## src/rtl/pcvc_pkg.sv

```systemverilog
`timescale 1ns / 1ps
// ----------------------------------------------------------------------------
// pcvc_pkg
// Shared types and constants of the pair compare hub vote classifier.
// ----------------------------------------------------------------------------
package pcvc_pkg;

  // Pair weight is unsigned Q8.8; per-hub weight sums are Q16.8.
  localparam int PAIR_W     = 16;
  localparam int WEIGHT_W   = 24;
  localparam logic [WEIGHT_W-1:0] WEIGHT_MAX = {WEIGHT_W{1'b1}};

  // Result transfer carries the hub vote in one padded byte of tdata.
  localparam int OUT_DATA_W = 8;

  // Per-item control flags.
  typedef struct packed {
    logic less_than;
    logic last_neighbor;
    logic last_hub;
  } pcvc_flags_t;

  // One result item.
  typedef struct packed {
    logic hub_vote;
    logic sample_done;
    logic sample_class;
  } pcvc_result_t;

endpackage

```

## src/rtl/pcvc_in_stage.sv

```systemverilog
`timescale 1ns / 1ps
// ----------------------------------------------------------------------------
// pcvc_in_stage
// Input register: captures one pair per transfer and holds it until the
// accumulate stage takes it.
// ----------------------------------------------------------------------------
module pcvc_in_stage
  import pcvc_pkg::*;
#(
  parameter int VALUE_WIDTH = 32,
  parameter int DATA_W      = 80
) (
  input  logic                          clk,
  input  logic                          rst,
  input  logic                          s_axis_tvalid,
  output logic                          s_axis_tready,
  input  logic [DATA_W-1:0]             s_axis_tdata,
  input  logic                          s_axis_tlast,
  input  logic [1:0]                    s_axis_tuser,
  input  logic                          advance,
  output logic                          item_valid,
  output logic signed [VALUE_WIDTH-1:0] center_value,
  output logic signed [VALUE_WIDTH-1:0] neighbor_value,
  output logic [PAIR_W-1:0]             pair_weight,
  output pcvc_flags_t                   flags
);

  // The register can take a new transfer when empty or when drained now.
  assign s_axis_tready = !item_valid || advance;

  // Valid bit of the held item.
  always_ff @(posedge clk) begin
    if (rst) begin
      item_valid <= 1'b0;
    end else if (s_axis_tready) begin
      item_valid <= s_axis_tvalid;
    end
  end

  // Payload capture; no reset needed.
  always_ff @(posedge clk) begin
    if (s_axis_tvalid && s_axis_tready) begin
      center_value        <= s_axis_tdata[VALUE_WIDTH-1:0];
      neighbor_value      <= s_axis_tdata[2*VALUE_WIDTH-1:VALUE_WIDTH];
      pair_weight         <= s_axis_tdata[2*VALUE_WIDTH+PAIR_W-1:2*VALUE_WIDTH];
      flags.less_than     <= s_axis_tuser[0];
      flags.last_neighbor <= s_axis_tlast;
      flags.last_hub      <= s_axis_tuser[1];
    end
  end

endmodule

```

## src/rtl/pcvc_accum.sv

```systemverilog
`timescale 1ns / 1ps
// ----------------------------------------------------------------------------
// pcvc_accum
// Pair compare, saturating per-hub and per-sample accumulation, and the hub
// and sample decisions for the item that leaves the input register.
// ----------------------------------------------------------------------------
module pcvc_accum
  import pcvc_pkg::*;
#(
  parameter int VALUE_WIDTH   = 32,
  parameter int MAX_NEIGHBORS = 256,
  parameter int MAX_HUBS      = 64
) (
  input  logic                          clk,
  input  logic                          rst,
  input  logic                          advance,
  input  logic                          agg_mode,
  input  logic signed [VALUE_WIDTH-1:0] center_value,
  input  logic signed [VALUE_WIDTH-1:0] neighbor_value,
  input  logic [PAIR_W-1:0]             pair_weight,
  input  pcvc_flags_t                   flags,
  output pcvc_result_t                  result
);

  localparam int NW  = $clog2(MAX_NEIGHBORS + 1);
  localparam int NW1 = NW + 1;
  localparam int HW  = $clog2(MAX_HUBS + 1);
  localparam int HW1 = HW + 1;
  localparam logic [NW:0] N_LIMIT = NW1'(MAX_NEIGHBORS);
  localparam logic [HW:0] H_LIMIT = HW1'(MAX_HUBS);

  logic [NW-1:0]       yes_count, yes_count_next;
  logic [NW-1:0]       neighbor_count, neighbor_count_next;
  logic [WEIGHT_W-1:0] yes_weight, yes_weight_next;
  logic [WEIGHT_W-1:0] total_weight, total_weight_next;
  logic [HW-1:0]       hub_yes_count, hub_yes_count_next;
  logic [HW-1:0]       hub_count, hub_count_next;

  logic          pair_yes;
  logic          vote;
  logic [NW:0]   n_inc, y_inc;
  logic [WEIGHT_W:0] tw_sum, yw_sum;
  logic [HW:0]   h_inc, hy_inc;

  // Pair vote; equal values never vote yes.
  assign pair_yes = flags.less_than ? (center_value < neighbor_value)
                                    : (center_value > neighbor_value);

  // Saturating per-hub counts and weight sums including this pair.
  always_comb begin
    n_inc  = {1'b0, neighbor_count} + NW1'(1);
    y_inc  = {1'b0, yes_count} + NW1'(1);
    tw_sum = {1'b0, total_weight} + {{(WEIGHT_W+1-PAIR_W){1'b0}}, pair_weight};
    yw_sum = {1'b0, yes_weight} + {{(WEIGHT_W+1-PAIR_W){1'b0}}, pair_weight};

    neighbor_count_next = (n_inc > N_LIMIT) ? N_LIMIT[NW-1:0] : n_inc[NW-1:0];
    total_weight_next   = tw_sum[WEIGHT_W] ? WEIGHT_MAX : tw_sum[WEIGHT_W-1:0];
    yes_count_next      = yes_count;
    yes_weight_next     = yes_weight;
    if (pair_yes) begin
      yes_count_next  = (y_inc > N_LIMIT) ? N_LIMIT[NW-1:0] : y_inc[NW-1:0];
      yes_weight_next = yw_sum[WEIGHT_W] ? WEIGHT_MAX : yw_sum[WEIGHT_W-1:0];
    end
  end

  // Hub decision on the updated weight sums (agg_mode) or counts.
  assign vote = agg_mode ? ({yes_weight_next, 1'b0} >= {1'b0, total_weight_next})
                         : ({yes_count_next, 1'b0} > {1'b0, neighbor_count_next});

  // Saturating per-sample hub counts including this hub.
  always_comb begin
    h_inc  = {1'b0, hub_count} + HW1'(1);
    hy_inc = {1'b0, hub_yes_count} + HW1'(1);
    hub_count_next     = (h_inc > H_LIMIT) ? H_LIMIT[HW-1:0] : h_inc[HW-1:0];
    hub_yes_count_next = hub_yes_count;
    if (vote) begin
      hub_yes_count_next = (hy_inc > H_LIMIT) ? H_LIMIT[HW-1:0] : hy_inc[HW-1:0];
    end
  end

  // Result for an item that ends a hub.
  always_comb begin
    result.hub_vote     = vote;
    result.sample_done  = flags.last_hub;
    result.sample_class = flags.last_hub &&
                          ({hub_yes_count_next, 1'b0} > {1'b0, hub_count_next});
  end

  // Accumulator state; cleared at hub end and sample end.
  always_ff @(posedge clk) begin
    if (rst) begin
      yes_count      <= '0;
      neighbor_count <= '0;
      yes_weight     <= '0;
      total_weight   <= '0;
      hub_yes_count  <= '0;
      hub_count      <= '0;
    end else if (advance) begin
      if (flags.last_neighbor) begin
        yes_count      <= '0;
        neighbor_count <= '0;
        yes_weight     <= '0;
        total_weight   <= '0;
        if (flags.last_hub) begin
          hub_yes_count <= '0;
          hub_count     <= '0;
        end else begin
          hub_yes_count <= hub_yes_count_next;
          hub_count     <= hub_count_next;
        end
      end else begin
        yes_count      <= yes_count_next;
        neighbor_count <= neighbor_count_next;
        yes_weight     <= yes_weight_next;
        total_weight   <= total_weight_next;
      end
    end
  end

endmodule

```

## src/rtl/pcvc_out_reg.sv

```systemverilog
`timescale 1ns / 1ps
// ----------------------------------------------------------------------------
// pcvc_out_reg
// Result register: holds one result until the downstream transfer completes.
// ----------------------------------------------------------------------------
module pcvc_out_reg
  import pcvc_pkg::*;
(
  input  logic                  clk,
  input  logic                  rst,
  input  logic                  load,
  input  pcvc_result_t          result,
  output logic                  slot_free,
  output logic                  m_axis_tvalid,
  input  logic                  m_axis_tready,
  output logic [OUT_DATA_W-1:0] m_axis_tdata,
  output logic                  m_axis_tlast,
  output logic                  m_axis_tuser
);

  pcvc_result_t held;

  // A new result may enter when empty or when the current one leaves now.
  assign slot_free = !m_axis_tvalid || m_axis_tready;

  always_ff @(posedge clk) begin
    if (rst) begin
      m_axis_tvalid <= 1'b0;
    end else if (slot_free) begin
      m_axis_tvalid <= load;
    end
  end

  always_ff @(posedge clk) begin
    if (load && slot_free) begin
      held <= result;
    end
  end

  assign m_axis_tdata = {{(OUT_DATA_W-1){1'b0}}, held.hub_vote};
  assign m_axis_tlast = held.sample_done;
  assign m_axis_tuser = held.sample_class;

endmodule

```

## src/rtl/pair_compare_vote_classifier_core.sv

```systemverilog
`timescale 1ns / 1ps
// ----------------------------------------------------------------------------
// pair_compare_vote_classifier_core
// Two-level hub vote classifier: pair compares vote per hub, hub votes vote
// per sample.
// Path: the pair that ends a hub is held in the input register, and its result
// then in the result register.
// Throughput: one pair per cycle; the input register drains while the result
// register waits, and stalls only when a hub-ending pair meets a full result.
// Reset: synchronous rst clears valid bits, all counters and agg_mode.
// ----------------------------------------------------------------------------
module pair_compare_vote_classifier_core
  import pcvc_pkg::*;
#(
  parameter int   MAX_NEIGHBORS = 256,
  parameter int   MAX_HUBS      = 64,
  parameter int   VALUE_WIDTH   = 32,
  localparam int  DATA_W        = ((2 * VALUE_WIDTH + PAIR_W + 7) / 8) * 8
) (
  input  logic                  clk,
  input  logic                  rst,
  input  logic                  cfg_wr_en,
  input  logic                  cfg_wr_data,   // agg_mode
  input  logic                  s_axis_tvalid,
  output logic                  s_axis_tready,
  // tdata: center_value, neighbor_value, pair_weight, zero pad
  input  logic [DATA_W-1:0]     s_axis_tdata,
  input  logic                  s_axis_tlast,  // last_neighbor
  // tuser: less_than, last_hub
  input  logic [1:0]            s_axis_tuser,
  output logic                  m_axis_tvalid,
  input  logic                  m_axis_tready,
  // tdata: hub_vote, zero pad
  output logic [OUT_DATA_W-1:0] m_axis_tdata,
  output logic                  m_axis_tlast,  // sample_done
  output logic                  m_axis_tuser   // sample_class
);

  logic                          agg_mode;
  logic                          item_valid;
  logic                          advance;
  logic                          slot_free;
  logic                          load;
  logic signed [VALUE_WIDTH-1:0] center_value;
  logic signed [VALUE_WIDTH-1:0] neighbor_value;
  logic [PAIR_W-1:0]             pair_weight;
  pcvc_flags_t                   flags;
  pcvc_result_t                  result;

  // Mode register.
  always_ff @(posedge clk) begin
    if (rst) begin
      agg_mode <= 1'b0;
    end else if (cfg_wr_en) begin
      agg_mode <= cfg_wr_data;
    end
  end

  // Pairs without a result always move on; hub ends need a free result slot.
  assign advance = item_valid && (!flags.last_neighbor || slot_free);
  assign load    = advance && flags.last_neighbor;

  pcvc_in_stage #(
    .VALUE_WIDTH (VALUE_WIDTH),
    .DATA_W      (DATA_W)
  ) u_in_stage (
    .clk            (clk),
    .rst            (rst),
    .s_axis_tvalid  (s_axis_tvalid),
    .s_axis_tready  (s_axis_tready),
    .s_axis_tdata   (s_axis_tdata),
    .s_axis_tlast   (s_axis_tlast),
    .s_axis_tuser   (s_axis_tuser),
    .advance        (advance),
    .item_valid     (item_valid),
    .center_value   (center_value),
    .neighbor_value (neighbor_value),
    .pair_weight    (pair_weight),
    .flags          (flags)
  );

  pcvc_accum #(
    .VALUE_WIDTH   (VALUE_WIDTH),
    .MAX_NEIGHBORS (MAX_NEIGHBORS),
    .MAX_HUBS      (MAX_HUBS)
  ) u_accum (
    .clk            (clk),
    .rst            (rst),
    .advance        (advance),
    .agg_mode       (agg_mode),
    .center_value   (center_value),
    .neighbor_value (neighbor_value),
    .pair_weight    (pair_weight),
    .flags          (flags),
    .result         (result)
  );

  pcvc_out_reg u_out_reg (
    .clk           (clk),
    .rst           (rst),
    .load          (load),
    .result        (result),
    .slot_free     (slot_free),
    .m_axis_tvalid (m_axis_tvalid),
    .m_axis_tready (m_axis_tready),
    .m_axis_tdata  (m_axis_tdata),
    .m_axis_tlast  (m_axis_tlast),
    .m_axis_tuser  (m_axis_tuser)
  );

  // The class bit is zero unless the result ends a sample.
  assert property (@(posedge clk) disable iff (rst)
    m_axis_tvalid && !m_axis_tlast |-> !m_axis_tuser)
    else $error("sample_class set on a result that does not end the sample");

  // A held pair that cannot move on stays held.
  assert property (@(posedge clk) disable iff (rst)
    item_valid && !advance |=> item_valid)
    else $error("input register lost a stalled pair");

  // A delivered result with nothing new behind it leaves the output empty.
  assert property (@(posedge clk) disable iff (rst)
    m_axis_tvalid && m_axis_tready && !load |=> !m_axis_tvalid)
    else $error("result repeated after its transfer");

  // After reset no result is pending.
  assert property (@(posedge clk)
    rst |=> !m_axis_tvalid && !item_valid)
    else $error("valid state not cleared by reset");

endmodule
```

## config.mk

```make
export PLATFORM = sky130hd
export DESIGN_NAME = pair_compare_vote_classifier_core
export DESIGN_NICKNAME = d
export VERILOG_FILES = /design/src/rtl/pcvc_pkg.sv /design/src/rtl/pcvc_in_stage.sv /design/src/rtl/pcvc_accum.sv /design/src/rtl/pcvc_out_reg.sv /design/src/rtl/pair_compare_vote_classifier_core.sv
export SDC_FILE = /design/constraint.sdc
export NUM_CORES = 1
export LEC_CHECK = 0
export CAP_MARGIN = 20
export CORE_ASPECT_RATIO = 1.75
export CORE_MARGIN = 2
export CORE_UTILIZATION = 40
export DETAILED_ROUTE_END_ITERATION = 8
export DONT_BUFFER_PORTS = 1
export PLACE_DENSITY = 0.54
export SLEW_MARGIN = 20
export SYNTH_ARGS = -nofsm -noshare
export SYNTH_HDL_FRONTEND = slang
export SYNTH_HIERARCHICAL = 1
export SYNTH_SLANG_ARGS = --single-unit
```

## constraint.sdc

```tcl
create_clock -name clk -period 7.2 [get_ports clk]
set_input_delay 1.8 -clock clk [delete_from_list [all_inputs] [get_ports clk]]
set_output_delay 1.8 -clock clk [all_outputs]
set_load 0.02 [all_outputs]
```

==> impl_results.md <==
- Synthesis-to-layout area growth: 8.76%
- DR WL/cell: 18.3 um
- Synthesis Warnings: 6
- Full die area: 0.0278 sq mm
- Slew Limit Fails: 0
- GRT busiest layer: met2
- CTS H-tree lvls: 4
- Die width: 127 um
- Placed cell count: around 1400
- Reg clk slew, reported paths: 0.07 ns
- Design Area, Final: 0.0115 sq mm
- Nets: between 1000 and 1500
- Power per Cell Area: 213 mW/mm^2
- Crit end category: flip-flop
- Worst IR drop on VDD: ~180 uV
- Share of layout cells above drive strength 1: 7.04%
- Distinct cell type count after synthesis: 76
- Status: complete, no violations
- Top delay family on crit path: compound AO/OA/AOI/OAI gates
- Mapped Cells: about 1200
- Num rows: 78
- Gr ovfl total: 0
- Leakage power: ~4.6 nW
- # Max-Cap Violations: 0
- Finished Layout Cells: 1470
- Met1 Use GR: 18.8%
- Clk_skew: 0.0116 ns
- Fin crit share: a little over nine tenths
- Worst Path Class, Setup: reg2reg
- Placed inst area: between 0.01 and 0.015 sq mm
- Number of buffers created by CTS: 17
- DR iter-0 viols: 444
- Async S/R FF share, synth: 0%
- Die H: 219 um
- CP max FO: 34
- CTS tree: built
- Port bufs: 0
- I/O pin cnt: around 100
- CP max stage cell: or4b_1
- GR Util met2: around 39%
- ANT cells: 0
- Commonest non-fill, non-tap cells in the layout: nor2_1, ha_1, nand2_1, edfxtp_1, dfxtp_1
- Total GRT Usage: just under 20%
- Worst slew pin tran: about 1.1 ns
- Largest net degree at the start of global routing: 73
- Antenna viol nets, final: 0
- Root Buffer: clkbuf_16
- Routability cong.: roughly 0.9
- Fmax: 148 MHz
- Main synth FF type: edfxtp_1
- Grt met3 use: 3.66%
- Final min period: 6.78 ns
- CP Cell Sequence: ha_1 -> a211oi_2 -> o21ai_1 -> a221oi_2 -> o31ai_1 -> or4b_1 -> a32oi_2 -> buf_6 -> a31oi_1 -> ha_1 -> nand4_1 -> nor4_2 -> nand3_1 -> o21ai_0 -> o221ai_2 -> nor3_4 -> buf_4 -> mux2_2 -> ha_1 -> o21a_1 -> o21ai_0 -> a21oi_1 -> o31ai_1 -> a21oi_1
- Buf+Inv Stages, Crit Path: 2
- Final setup vio count: 0
- Most common cell type on the critical path: ha_1
- Worst relative slew slack: 29.4%
- # DRC: 0
- Avg Cell Area, Syn: ~9.2 sq um
- Critical path arrival: 6.98 ns
- First-pass GRT wire length: 42600 um
- Worst EP required: around 7.4 ns
- Drt total wl: around 27000 um
- Reg2Reg Setup Slack: 0.42 ns
- CTS Hold Bufs: 0
- Later-pin clock latency in the skew report: about 0.46 ns
- Seq/Total Area, Yosys: about two fifths
- Core Footprint: 0.0260 sq mm
- HPWL Detailed: 19700 um
- Fin. Hold Viols: 0
- Synth Register Bits: approximately 170
- Vias per cell: about 5.8
- Sink Count: 169
- Worst Hold Class: reg2reg
- Nature of the critical path startpoint: flip-flop
- Max incr delay on CP: 0.54 ns
- Commonest non-fill, non-tap cell in the layout: nor2_1
- Mapped cell area: 0.0106 sq mm
- Post-synth EDFFs: 86
- Via count: 8487
- DR pass1 iterations: 6
- Initial antenna violation count: 0
- CTS Buffer Depth: 2
- Number of global-route vias before repair: 8409
- Initial Util: 40.8%
-- cells by family after synthesis --
group / after synthesis / share of synthesized area [%]
buf+inv: 115 / 4.49
flops: 169 / 40.1
simple gates: 387 / 17.6
fa+ha+maj: 107 / 12.8
compound gates: 317 / 19.9
other cells: 1 / 0.0354
xor+xnor: 42 / 3.48
mux: 16 / 1.63
-- final cells by class --
class | instances | area [sq um]
Fill cell | 2523 | 14500
Clock buffer | 18 | 450
Sequential cell | 169 | 4240
Inverter | 58 | 218
Tap cell | 320 | 400
Clock inverter | 14 | 145
Multi-Input combinational cell | 876 | 5920
Timing Repair Buffer | 15 | 129
-- path summary, 6_finish.rpt --
check                                              from                               endpoint  cells past startpoint
setup / recovery  u_in_stage/center_value[21]$_DFFE_PP_       u_out_reg/m_axis_tuser$_DFFE_PP_                     24
hold / removal    u_accum/total_weight[14]$_SDFFE_PP0P_  u_accum/total_weight[14]$_SDFFE_PP0P_                      2
setup reg to reg  u_in_stage/center_value[21]$_DFFE_PP_       u_out_reg/m_axis_tuser$_DFFE_PP_                     24
hold reg to reg   u_accum/total_weight[14]$_SDFFE_PP0P_  u_accum/total_weight[14]$_SDFFE_PP0P_                      2
-- cells in the mapped netlist, types with 3 or more instances --
cell type  count  area [sq um]
inv_1         57           214
a211oi_2       3          37.5
o21bai_1       6          45.0
a41o_1         3          30.0
or2_2          4          25.0
nor2b_1        9          56.3
mux2_2         6          67.6
o21ai_0       57           285
a32o_1         5          50.1
nand3b_1       4          30.0
and2_1         8          50.1
a31oi_1       31           194
a21oi_1       80           400
or3_1          5          31.3
ha_1         105          1310
a21o_1        23           173
a22oi_1       31           233
o31ai_1        7          52.6
nand3_1       31           155
a41oi_1        3          26.3
and4_1         7          61.3
nand2b_1      12          75.1
nor3_1        25           125
clkbuf_1      44           165
a2bb2oi_1      5          43.8
nor4_1         8          50.1
a22o_1         7          61.3
o21a_1        11          82.6
a211oi_1       7          52.6
dfxtp_1       83          1660
buf_4          9          67.6
nand2_1       88           330
xnor2_1       25           219
mux2i_1        9          90.1
nand4_1       19           119
and3_1        15          93.8
o211ai_1       6          45.0
xor2_1        17           149
a32oi_1        6          52.6
nor2_1       140           526
edfxtp_1      86          2580
-- worst min-delay path, delay by kind of cell, from the launching register on --
family | cells | cell delay, ns
DFF | 1 | 0.32
and+or+nand+nor | 1 | 0.05
AOI/OAI and AO/OA | 1 | 0.05
-- per-layer routing --
layer | wire [um] | part of all wire, %
met1 | 9980 | 37
met2 | 15000 | 56
met3 | 855 | 3.2
met4 | 1070 | 4.0
met5 | 0 | 0
-- through the flow --
step	setup TNS [ns]	hold slack (ns)	utilization (%)	total power [mW]	worst slack, ns
final	0	0.461	44.3	2.45	0.423
after global routing	-0.00592	0.483	44.3	2.58	-0.00592
after CTS	0	0.458	44.2	2.49	0.258
after detailed placement	0	0.448	41.9	1.54	0.297
after global placement	0	0.444	41.9	1.54	0.415
after floorplan	0	0.429	-	1.44	1.07
-- power by group --
| group | switching, mW | leakage, nW | internal (mW) |
|---|---|---|---|
| clock | 0.447 | 0.292 | 0.483 |
| sequential | 0.0261 | 1.50 | 1.06 |
| combinational | 0.267 | 2.82 | 0.171 |
-- sequential cells by signal (all words and copies together), names as in the netlist --
name,count
u_out_reg/m_axis_tvalid,1
u_accum/hub_count,7
u_accum/total_weight,24
u_in_stage/item_valid,1
u_in_stage/pair_weight,16
u_accum/yes_weight,24
u_out_reg/m_axis_tlast,1
u_out_reg/m_axis_tdata,1
u_in_stage/neighbor_value,32
u_accum/yes_count,9
u_accum/neighbor_count,9
agg_mode,1
u_out_reg/m_axis_tuser,1
u_in_stage/flags,3
u_accum/hub_yes_count,7
u_in_stage/center_value,32
-- repair_timing --
| item | CTS | global route |
|---|---|---|
| endpoints found under the setup margin | 0 | 1 |
| setup buffers | 0 | 2 |
| resized for setup | 0 | 4 |
(Power assumes the default switching activity.)
